### config.mk
export PLATFORM = sky130hd
export DESIGN_NAME = mmrs_div
export DESIGN_NICKNAME = d
export VERILOG_FILES = /design/src/hw/rtl/mmrs_pkg.sv /design/src/hw/rtl/mmrs_div.sv
export SDC_FILE = /design/constraint.sdc
export NUM_CORES = 1
export LEC_CHECK = 0
export CAP_MARGIN = 20
export CORE_ASPECT_RATIO = 1.2
export CORE_UTILIZATION = 38
export DETAILED_ROUTE_END_ITERATION = 12
export DONT_BUFFER_PORTS = 1
export PLACE_DENSITY = 0.63
export SYNTH_ARGS = -nofsm -noshare
export SYNTH_HDL_FRONTEND = slang
export SYNTH_SLANG_ARGS = --single-unit
### constraint.sdc
create_clock -name clk_i -period 20.5 [get_ports clk_i]
set_input_delay 5.125 -clock clk_i [delete_from_list [all_inputs] [get_ports clk_i]]
set_output_delay 5.125 -clock clk_i [all_outputs]
set_load 0.01 [all_outputs]
### src/hw/rtl/mmrs_pkg.sv
package mmrs_pkg;

  // Field widths.
  localparam int unsigned ELEM_W  = 32;
  localparam int unsigned SCALE_W = 40;
  localparam int unsigned SC_W    = 30;

  // Pipeline shape: total depth, sine/cosine depth and divider depth.
  localparam int unsigned NUM_STAGES = 19;
  localparam int unsigned SC_STAGES  = 13;
  localparam int unsigned DIV_STAGES = 5;
  localparam int unsigned DIV_W      = 40;
  localparam int unsigned DIV_STEP   = DIV_W / DIV_STAGES;

  // Stages at which the scales are formed and last read.
  localparam int unsigned SCL_FIRST = 5;
  localparam int unsigned SCL_LAST  = 15;

  // Render class and destination codes.
  localparam logic [1:0] CLASS_IMAGE = 2'd0;
  localparam logic [1:0] CLASS_MODEL = 2'd1;

  typedef enum logic [1:0] {
    DEST_IMAGE    = 2'd0,
    DEST_MODEL    = 2'd1,
    DEST_UNROUTED = 2'd2
  } dest_e;

  // Angle constants in Q28.
  localparam logic [28:0] Q28_ONE    = 29'd268435456;
  localparam logic [30:0] Q28_PI_4   = 31'd210828714;
  localparam logic [30:0] Q28_PI_2   = 31'd421657428;
  localparam logic [30:0] Q28_TWO_PI = 31'd1686629713;

  // Quadrant thresholds: the angle reaches quadrant j at j*pi/2 - pi/4.
  localparam logic [30:0] K_THR_1 = 31'(1 * 64'd421657428 - 64'd210828714);
  localparam logic [30:0] K_THR_2 = 31'(2 * 64'd421657428 - 64'd210828714);
  localparam logic [30:0] K_THR_3 = 31'(3 * 64'd421657428 - 64'd210828714);
  localparam logic [30:0] K_THR_4 = 31'(4 * 64'd421657428 - 64'd210828714);

  // Reciprocal multipliers for exact floor division of 28-bit values.
  localparam int unsigned MAG_SH_72 = 28 + $clog2(72);
  localparam int unsigned MAG_SH_42 = 28 + $clog2(42);
  localparam int unsigned MAG_SH_20 = 28 + $clog2(20);
  localparam int unsigned MAG_SH_6  = 28 + $clog2(6);
  localparam int unsigned MAG_SH_90 = 28 + $clog2(90);
  localparam int unsigned MAG_SH_56 = 28 + $clog2(56);
  localparam int unsigned MAG_SH_30 = 28 + $clog2(30);
  localparam int unsigned MAG_SH_12 = 28 + $clog2(12);

  localparam logic [28:0] MAG_M_72 = 29'(((64'd1 << MAG_SH_72) + 64'd71) / 64'd72);
  localparam logic [28:0] MAG_M_42 = 29'(((64'd1 << MAG_SH_42) + 64'd41) / 64'd42);
  localparam logic [28:0] MAG_M_20 = 29'(((64'd1 << MAG_SH_20) + 64'd19) / 64'd20);
  localparam logic [28:0] MAG_M_6  = 29'(((64'd1 << MAG_SH_6) + 64'd5) / 64'd6);
  localparam logic [28:0] MAG_M_90 = 29'(((64'd1 << MAG_SH_90) + 64'd89) / 64'd90);
  localparam logic [28:0] MAG_M_56 = 29'(((64'd1 << MAG_SH_56) + 64'd55) / 64'd56);
  localparam logic [28:0] MAG_M_30 = 29'(((64'd1 << MAG_SH_30) + 64'd29) / 64'd30);
  localparam logic [28:0] MAG_M_12 = 29'(((64'd1 << MAG_SH_12) + 64'd11) / 64'd12);

  // Payload that travels alongside the arithmetic.
  typedef struct packed {
    logic [7:0]        obj;
    logic [1:0]        cls;
    logic [1:0]        row;
    logic [15:0]       u;
    logic [15:0]       ar;
    logic [23:0]       w;
    logic [ELEM_W-1:0] a;
    logic [ELEM_W-1:0] b;
    logic [ELEM_W-1:0] c;
    logic [ELEM_W-1:0] d;
  } pay_t;

  // Floor division of a value below 2**28 by a constant, via its reciprocal.
  function automatic logic [27:0] div_magic(input logic [27:0] n, input logic [28:0] m,
                                            input int unsigned sh);
    logic [56:0] prod;
    prod = {29'd0, n} * {28'd0, m};
    return 28'(prod >> sh);
  endfunction

endpackage

### src/hw/rtl/mmrs_div.sv
module mmrs_div import mmrs_pkg::*; (
  input  logic                  clk_i,
  input  logic [DIV_STAGES-1:0] en_i,
  input  logic [DIV_W-1:0]      num_i,
  input  logic [7:0]            den_i,
  output logic [DIV_W-1:0]      quo_o
);

  // Restoring division, a fixed number of quotient bits per stage.
  logic [7:0]       rem_q [DIV_STAGES];
  logic [DIV_W-1:0] num_q [DIV_STAGES];
  logic [DIV_W-1:0] quo_q [DIV_STAGES];
  logic [7:0]       den_q [DIV_STAGES];

  for (genvar k = 0; k < DIV_STAGES; k++) begin : g_stage
    logic [7:0]       rem_in;
    logic [DIV_W-1:0] num_in;
    logic [DIV_W-1:0] quo_in;
    logic [7:0]       den_in;
    logic [7:0]       rem_d;
    logic [DIV_W-1:0] num_d;
    logic [DIV_W-1:0] quo_d;
    logic [8:0]       trial;

    if (k == 0) begin : g_first
      assign rem_in = '0;
      assign num_in = num_i;
      assign quo_in = '0;
      assign den_in = den_i;
    end else begin : g_next
      assign rem_in = rem_q[k-1];
      assign num_in = num_q[k-1];
      assign quo_in = quo_q[k-1];
      assign den_in = den_q[k-1];
    end

    // Shift in one numerator bit per step and subtract where it fits.
    always_comb begin
      rem_d = rem_in;
      num_d = num_in;
      quo_d = quo_in;
      trial = '0;
      for (int i = 0; i < DIV_STEP; i++) begin
        trial = {rem_d, num_d[DIV_W-1]};
        num_d = {num_d[DIV_W-2:0], 1'b0};
        if (trial >= {1'b0, den_in}) begin
          rem_d = 8'(trial - {1'b0, den_in});
          quo_d = {quo_d[DIV_W-2:0], 1'b1};
        end else begin
          rem_d = trial[7:0];
          quo_d = {quo_d[DIV_W-2:0], 1'b0};
        end
      end
    end

    always_ff @(posedge clk_i) begin
      if (en_i[k]) begin
        rem_q[k] <= rem_d;
        num_q[k] <= num_d;
        quo_q[k] <= quo_d;
        den_q[k] <= den_in;
      end
    end
  end

  assign quo_o = quo_q[DIV_STAGES-1];

endmodule

==> results of run 1 <==
## flip-flops by register name (all words and copies together) (netlist names)
name	cells
den_q	32
num_q	80
quo_q	120
rem_q	32
## worst register-to-register path, delay by kind of cell, from the launching register on
kind	cells	cell delay [ps]
AO/OA/AOI/OAI	47	10410
AND/OR/NAND/NOR	13	2510
adder cells (fa/ha/maj)	8	2360
multiplexers	7	2140
buffers and inverters	10	1110
flip-flops	1	380
## routing by layer
layer / up-vias / share of wire [%] / global-route usage [%] / wire length (um)
met4: 0 / 4.0 / 8.46 / 2650
met5: - / 0 / 0 / 0
met1: 9542 / 41 / 21.8 / 27000
met2: 429 / 52 / 36.9 / 34100
li1: 9758 / - / - / -
met3: 155 / 3.7 / 2.73 / 2480
## synth_stat cells (11+ instances only)
library cell	number	area share [%]
ha_1	314	16
edfxtp_1	264	32
inv_1	217	3.3
nor2_1	170	2.6
o21ai_0	163	3.3
a21oi_1	154	3.1
nand2_1	152	2.3
xnor2_1	113	4.0
mux2_2	99	4.5
mux2i_1	78	3.1
a21o_1	68	2.0
nor2b_1	68	1.7
xor2_1	63	2.2
nand2b_1	59	1.5
o21a_1	58	1.7
nand3_1	47	0.94
fa_1	38	3.0
nor3_1	38	0.76
nand4_1	36	0.90
o21bai_1	22	0.66
a21boi_0	17	0.51
o211ai_1	17	0.51
clkbuf_1	15	0.23
a211oi_1	14	0.42
a31oi_1	14	0.35
and3_1	13	0.33
inv_2	13	0.20
o21ai_1	13	0.26
and2_1	12	0.30
o31a_1	11	0.39
or2_2	11	0.28
## worst paths after layout
path / start / end / slack, ps / depth (start not counted)
min: quo_q[0][148] / quo_q[0][196] / 410 / 0
max reg2reg: den_q[0][19] / rem_q[0][31] / 1340 / 85
max: num_i[39] / rem_q[0][6] / 1190 / 80
min reg2reg: quo_q[0][148] / quo_q[0][196] / 410 / 0
## timing repair
action	CTS	global route
endpoints found under the setup margin	0	37
resized for setup	0	64
hold buffers	0	0
setup buffers	0	24
## kinds of logic after synthesis
| kind of cell | Yosys count |
|---|---|
| AND/OR/NAND/NOR | 669 |
| AO/OA/AOI/OAI | 660 |
| adder cells (fa/ha/maj) | 352 |
| flip-flops | 264 |
| buffers and inverters | 257 |
| multiplexers | 188 |
| XOR/XNOR | 176 |
## per-stage QoR
step | cell area [um2] | TNS (ps) | hold WS (ps) | cells
2_1_floorplan | 25000 | 0 | 400 | 2566
3_3_place_gp | 26600 | 0 | 403 | 3467
3_5_place_dp | 26600 | -1700 | 405 | 3467
4_1_cts | 27700 | 0 | 418 | 3529
5_1_grt | 28200 | -73.4 | 419 | 3554
6_report | 28200 | 0 | 415 | 3554
## area by class of cell
class | instances | area (um2)
clock inverters | 26 | 285
clock buffers | 36 | 858
multi-input cells | 2046 | 16300
well taps | 832 | 1040
inverters | 231 | 886
fillers | 6068 | 36600
repair buffers | 119 | 893
flip-flops and latches | 264 | 7930
==> flow_metrics.tcl, run 1 <==
set metrics [dict create \
    placementRows 102 \
    syn_area_per_cell_um2 9.73 \
    hpwl_mm 50.4 \
    cts.sinks 264 \
    io_pins 94 \
    viasPerCell 5.59 \
    die_area_um2 66700 \
    core_area_um2 64700 \
    crit_slowest_cell "or4_4" \
    clockBufferDepth 3 \
    numCtsBuffers 34 \
    pre_cts_slack_ps -238 \
    cp_max_fo 8 \
    final_cell_mix "ha_1 (314), edfxtp_1 (264), inv_1 (212)" \
    yosysUniqueCellTypes 96 \
    synth_compound_gate_area_share_pct 17.5 \
    drt-total-wl_mm 66.2 \
    synth_seq_cells 264 \
    grt_use_total_pct 19.6 \
    cp.arrival_ps 19620 \
    grt_max_degree 57 \
    synth_mux_area_share_pct 8.22 \
    finClkSkew_ps 26.0 \
    fmaxAchievable_mhz 51.8 \
    synth_top_family_by_area "adder cells" \
    via_count 19900 \
    grt_pass1_vias 20300 \
    fin_nets 3102 \
    final_common_cell "ha_1" \
    cts_root_buffer "clkbuf_16" \
    dr.first_iter.drc_count 951 \
    finalSetupViolCount 0 \
    htreeDepth 2 \
    cpMostUsedCell "ha_1" \
    wl_per_cell_um 18.6 \
    io_buffers 0 \
    setup_ws_ps 1190 \
    dr.pass1.iters 6 \
    crit_buf_inv 9 \
    drv_cap 0 \
    gp_congestion 0.905 \
    ys_warn_count 0 \
    outcome "finished clean" \
    slowest_delay_ps 530 \
    finalCoreUtilization_pct 43.5 \
    synth-edff-count 264 \
    grt_overflow 0 \
    max_slew_margin_pct 50.3 \
    drt.antenna.violating_nets 0 \
    area_growth_pct 12.8 \
    clkTransAtPathRegs_ps 60 \
    crit_path_end_kind "register" \
    drive_gt1_share_pct 14.0 \
    die_y_um 283 \
    finalHoldViolations 0 \
    post-route-drc-count 0 \
    yosys.area_share.simple_pct 13.6 \
    grt_pass1_wl_mm 104 \
    antenna_found_initial 0 \
    synth_area_um2 25000 \
    period_share_pct 94.2 \
    synthArstFlopShare_pct 0 \
    cts_tree "done" \
    crit_family "compound AO/OA/AOI/OAI gates" \
    insertion_delay_ps 560 \
    synth-main-ff-cell "edfxtp_1" \
    seq_area_frac_synth_pct 31.8 \
    worstHoldPathType "register to register" \
    dieWidth_um 236 \
    crit_type "input port to register" \
    syn-num-nets 2972 \
    yosys.area_share.xor_xnor_pct 6.18 \
    start_util_pct 38.6 \
    worst_pin_slew_ps 735 \
    synth_cells 2566 \
    synthAdderAreaFrac_pct 18.8 \
    cp.required_ps 20810 \
    diodes 0 \
    finalCriticalPeriod_ps 19310 \
    maxSlewViolCount 0 \
    worstSetupStartpointType "input port" \
]
Power of run 1 is not shown: default switching activity piles up to over one toggle a cycle in this logic, so the estimate is an artifact.
==> run 2, diff against run 1 <==
CELL_PAD_IN_SITES_DETAIL_PLACEMENT = 1   (was unset)
CELL_PAD_IN_SITES_GLOBAL_PLACEMENT = 2   (was unset)
MAX_ROUTING_LAYER = met4   (was unset)
PLACE_DENSITY = 0.86   (was 0.63)
==> run 2 against run 1 <==
Setup slack worse by 230 ps. Maximum frequency down 1.2%. Flip-flop and latch count unchanged. Critical endpoint is now rem_q[0][1]. Highest routed layer unchanged.
==> flow_metrics.tcl, run 2 (synthesis gave the netlist of run 1 again) <==
set metrics [dict create \
    outcome "finished clean" \
    area_growth_pct 11.8 \
    die_area_um2 66700 \
    viasPerCell 5.67 \
    dr.first_iter.drc_count 804 \
    worstHoldPathType "register to register" \
    io_buffers 0 \
    worst_pin_slew_ps 759 \
    post-route-drc-count 0 \
    worstSetupStartpointType "input port" \
    insertion_delay_ps 630 \
    finalSetupViolCount 0 \
    via_count 20000 \
    max_slew_margin_pct 48.8 \
    fin_nets 3080 \
    finalCoreUtilization_pct 43.1 \
    core_area_um2 64700 \
    drive_gt1_share_pct 13.2 \
    crit_path_end_kind "register" \
    grt_pass1_wl_mm 116 \
    grt_pass1_vias 21800 \
    cp.required_ps 20860 \
    antenna_found_initial 0 \
    clockBufferDepth 3 \
    regMostFlops "quo_q" \
    io_pins 94 \
    reg_top3 "quo_q (120), num_q (80)" \
    wl_per_cell_um 21.2 \
    crit_type "input port to register" \
    dr.pass1.iters 5 \
    htreeDepth 1 \
    grt_use_total_pct 22.6 \
    clkTransAtPathRegs_ps 60 \
    drt.antenna.violating_nets 0 \
    final_common_cell "ha_1" \
    ctsHoldBuffers 0 \
    finalCriticalPeriod_ps 19550 \
    start_util_pct 38.6 \
    holdWs_ps 403 \
    numCtsBuffers 31 \
    hpwl_mm 57.4 \
    drt-total-wl_mm 74.8 \
    placementRows 102 \
    fmaxAchievable_mhz 51.2 \
    finalHoldViolations 0 \
    final_cell_mix "ha_1 (311), edfxtp_1 (264), inv_1 (211)" \
    diodes 0 \
    finClkSkew_ps 33.4 \
    dieWidth_um 236 \
    cp.arrival_ps 19900 \
    slowest_delay_ps 530 \
    cp_max_fo 6 \
    cts_root_buffer "clkbuf_16" \
    largest_reg_flops 120 \
    grt_max_degree 57 \
    die_y_um 283 \
    filler_cell_count 7328 \
    gp_congestion 0.904 \
    cts.sinks 264 \
    maxSlewViolCount 0 \
    period_share_pct 95.3 \
    drv_cap 0 \
    crit_slowest_cell "or4_4" \
    grt_overflow 0 \
    cts_tree "done" \
]
run 2: cell types whose count changed in the layout (fill, tap and decap cells not counted), moves of 3 or more:
cell	before	now
buf_4	119	100
inv_6	7	1
o21ai_0	150	145
a21oi_2	9	13
clkinv_1	1	5
a21oi_1	145	142
clkbuf_1	2	5
clkbuf_16	34	31
ha_1	314	311
ha_2	0	3
o21ai_1	23	26
run 2: worst paths after layout:
kind                                    start       endpoint  slack [ps]  cells past startpoint
worst max-delay path                num_i[39]    rem_q[0][1]         950                     81
worst min-delay path            quo_q[0][151]  quo_q[0][199]         400                      0
worst max register to register   den_q[0][18]   rem_q[0][28]        1150                     84
worst min register to register  quo_q[0][151]  quo_q[0][199]         400                      0
run 2: metal layers:
layer,vias up,global-route usage (%),routed length [um]
met4,0,8.58,2680
li1,9697,-,-
met1,9842,24.5,30600
met5,-,-,0
met3,152,2.78,2460
met2,333,42.0,39000
run 2: per-stage QoR:
| step | cells | setup WS, ps | setup TNS [ps] | instance area, um2 |
|---|---|---|---|---|
| after global routing | 3529 | -138 | -1090 | 27900 |
| after detailed placement | 3449 | -968 | -10250 | 26500 |
| after global placement | 3449 | -7.28 | -39.7 | 26500 |
| after CTS | 3506 | 13.4 | 0 | 27500 |
| final | 3529 | 954 | 0 | 27900 |
| after floorplan | 2566 | 261 | 0 | 25000 |
run 2: what timing repair did:
item	CTS	global route
pin swaps	1	9
resized for setup	6	77
setup buffers	1	22
setup endpoints to repair	18	37
cloned	0	1
run 2: cell type report:
cell class | count | area, um2 | area share, %
clock buffers | 36 | 795 | 2.85
clock inverters | 20 | 168 | 0.601
inverters | 231 | 895 | 3.21
multi-input cells | 2046 | 16300 | 58.5
flip-flops and latches | 264 | 7930 | 28.4
well taps | 832 | 1040 | 3.73
repair buffers | 100 | 751 | 2.69
run 2: worst max-delay path: cells and delay by family:
family | cells | cell delay (ps)
and+or+nand+nor | 19 | 2980
muxes | 6 | 1920
buffers and inverters | 11 | 930
adders and majority gates | 9 | 2560
AOI/OAI and AO/OA | 36 | 6340
Power of run 2 is left out for the same reason.
==> run 3, diff against run 2 <==
PLACE_DENSITY = 0.83   (was 0.86)
clock period = 20.7 ns   (was 20.5 ns; I/O delays follow)
==> run 3 against run 2 <==
Die area is the same. Clock-buffer cell count shrank 3. Wire length shrank 1.9%. Cell count grew 0.45%. Worst hold slack gained 13 ps. Critical path depth shrank 4. Register-to-register slack gained 310 ps. Non-clock buffer count grew 16. Clock skew shrank 22 ps. Utilization grew 0.14 points. Critical endpoint is now rem_q[0][3]. Highest routed layer unchanged.
==> flow_metrics.tcl, run 3 (synthesis gave the netlist of run 1 again) <==
set metrics [dict create \
    grt_pass1_wl_mm 115 \
    gp_congestion 0.910 \
    finalCriticalPeriod_ps 19690 \
    core_area_um2 64700 \
    die_y_um 283 \
    drv_cap 0 \
    cp.required_ps 21030 \
    crit_type "input port to register" \
    diodes 0 \
    grt_use_total_pct 22.3 \
    fmaxAchievable_mhz 50.8 \
    cts_root_buffer "clkbuf_16" \
    final_cell_mix "ha_1 (314), edfxtp_1 (264), inv_1 (211)" \
    numCtsBuffers 31 \
    crit_family "compound AO/OA/AOI/OAI gates" \
    r2r_slack_ps 1460 \
    finalCoreUtilization_pct 43.3 \
    drt-total-wl_mm 73.3 \
    insertion_delay_ps 590 \
    setup_ws_ps 1010 \
    crit_path_end_kind "register" \
    placementRows 102 \
    grt_pass1_vias 21600 \
    outcome "finished clean" \
    dieWidth_um 236 \
    maxSlewViolCount 0 \
    hold_depth 0 \
    wl_per_cell_um 20.7 \
    path_depth 77 \
    io_pins 94 \
    largest_reg_flops 120 \
    hpwl_mm 56.3 \
    period_share_pct 95.1 \
    crit_buf_inv 8 \
    io_buffers 0 \
    drive_gt1_share_pct 13.3 \
    drt.antenna.violating_nets 0 \
    die_area_um2 66700 \
    grt_overflow 0 \
    reg_top3 "quo_q (120), num_q (80)" \
    clkTransAtPathRegs_ps 60 \
    cp.arrival_ps 20020 \
    worstSetupStartpointType "input port" \
    fin_nets 3096 \
    postPlaceCellArea_um2 26600 \
    final_common_cell "ha_1" \
    clockBufferDepth 3 \
    finalHoldViolations 0 \
    regMostFlops "quo_q" \
    slowest_delay_ps 530 \
    grt_max_degree 57 \
    cp_max_fo 11 \
    post-route-drc-count 0 \
    area_growth_pct 12.1 \
    max_slew_margin_pct 46.9 \
    antenna_found_initial 0 \
    dr.pass1.iters 5 \
    finClkSkew_ps 11.8 \
    worst_pin_slew_ps 794 \
    cts.sinks 264 \
    place_inst 3463 \
    dr.first_iter.drc_count 793 \
    cpMostUsedCell "ha_1" \
    worstRegToRegCells 86 \
    cts_tree "done" \
    via_count 20000 \
    htreeDepth 1 \
    finalSetupViolCount 0 \
    ctsHoldBuffers 0 \
    viasPerCell 5.65 \
    worstHoldPathType "register to register" \
    final_cell_area_um2 28000 \
    start_util_pct 38.6 \
    final_cells 3545 \
    crit_slowest_cell "or4_4" \
    pre_cts_slack_ps -569 \
]
-- run 3: cell types whose count changed in the layout (fill, tap and decap cells not counted), moves of 3 or more --
| cell | delta |
|---|---|
| ha_2 | -3 |
| o21ai_2 | -5 |
| clkinv_2 | -3 |
| buf_4 | +15 |
| a21oi_1 | +7 |
| inv_6 | +4 |
| bufinv_16 | +3 |
| a21oi_2 | -7 |
| ha_1 | +3 |
| clkbuf_1 | -3 |
| o21ai_0 | +6 |
-- run 3: worst reg2reg max path, delay by kind of cell, from the launching register on --
| family | cells | cell delay (ps) |
|---|---|---|
| AO/OA/AOI/OAI | 49 | 10610 |
| AND/OR/NAND/NOR | 14 | 2560 |
| adder cells (fa/ha/maj) | 8 | 2380 |
| multiplexers | 6 | 1930 |
| buffers and inverters | 9 | 1080 |
| flip-flops | 1 | 400 |
-- run 3: layout make-up --
cell class | count | area, um2
Multi-Input combinational cell | 2046 | 16200
Timing Repair Buffer | 116 | 883
Fill cell | 7330 | 36700
Sequential cell | 264 | 7930
Inverter | 231 | 890
Clock buffer | 33 | 783
Clock inverter | 23 | 249
Tap cell | 832 | 1040
-- run 3: layer usage --
layer  up-vias  global-route usage [%]  part of all wire, %
met5         -                       -                    0
met4         0                    7.52                  3.0
met3       123                    2.72                  3.5
met2       292                    40.7                   51
met1      9887                    25.1                   42
li1       9726                       -                    -
-- run 3: path summary, 6_finish.rpt --
path	start	endpoint
setup / recovery	num_i[39]	rem_q[0][3]
hold / removal	quo_q[0][52]	quo_q[0][100]
setup reg to reg	den_q[0][19]	rem_q[0][26]
hold reg to reg	quo_q[0][52]	quo_q[0][100]
-- run 3: timing repair --
| action | CTS | global route |
|---|---|---|
| endpoints found under the setup margin | 0 | 37 |
| gates resized for setup | 0 | 53 |
| buffers inserted | 0 | 25 |
-- run 3: stage by stage --
stage | setup TNS (ps) | hold WS [ps]
floorplan | 0 | 400
global placement | 0 | 401
detailed placement | -4610 | 405
CTS | 0 | 414
global route | -459 | 421
finish | 0 | 416
Power of run 3 is left out for the same reason.
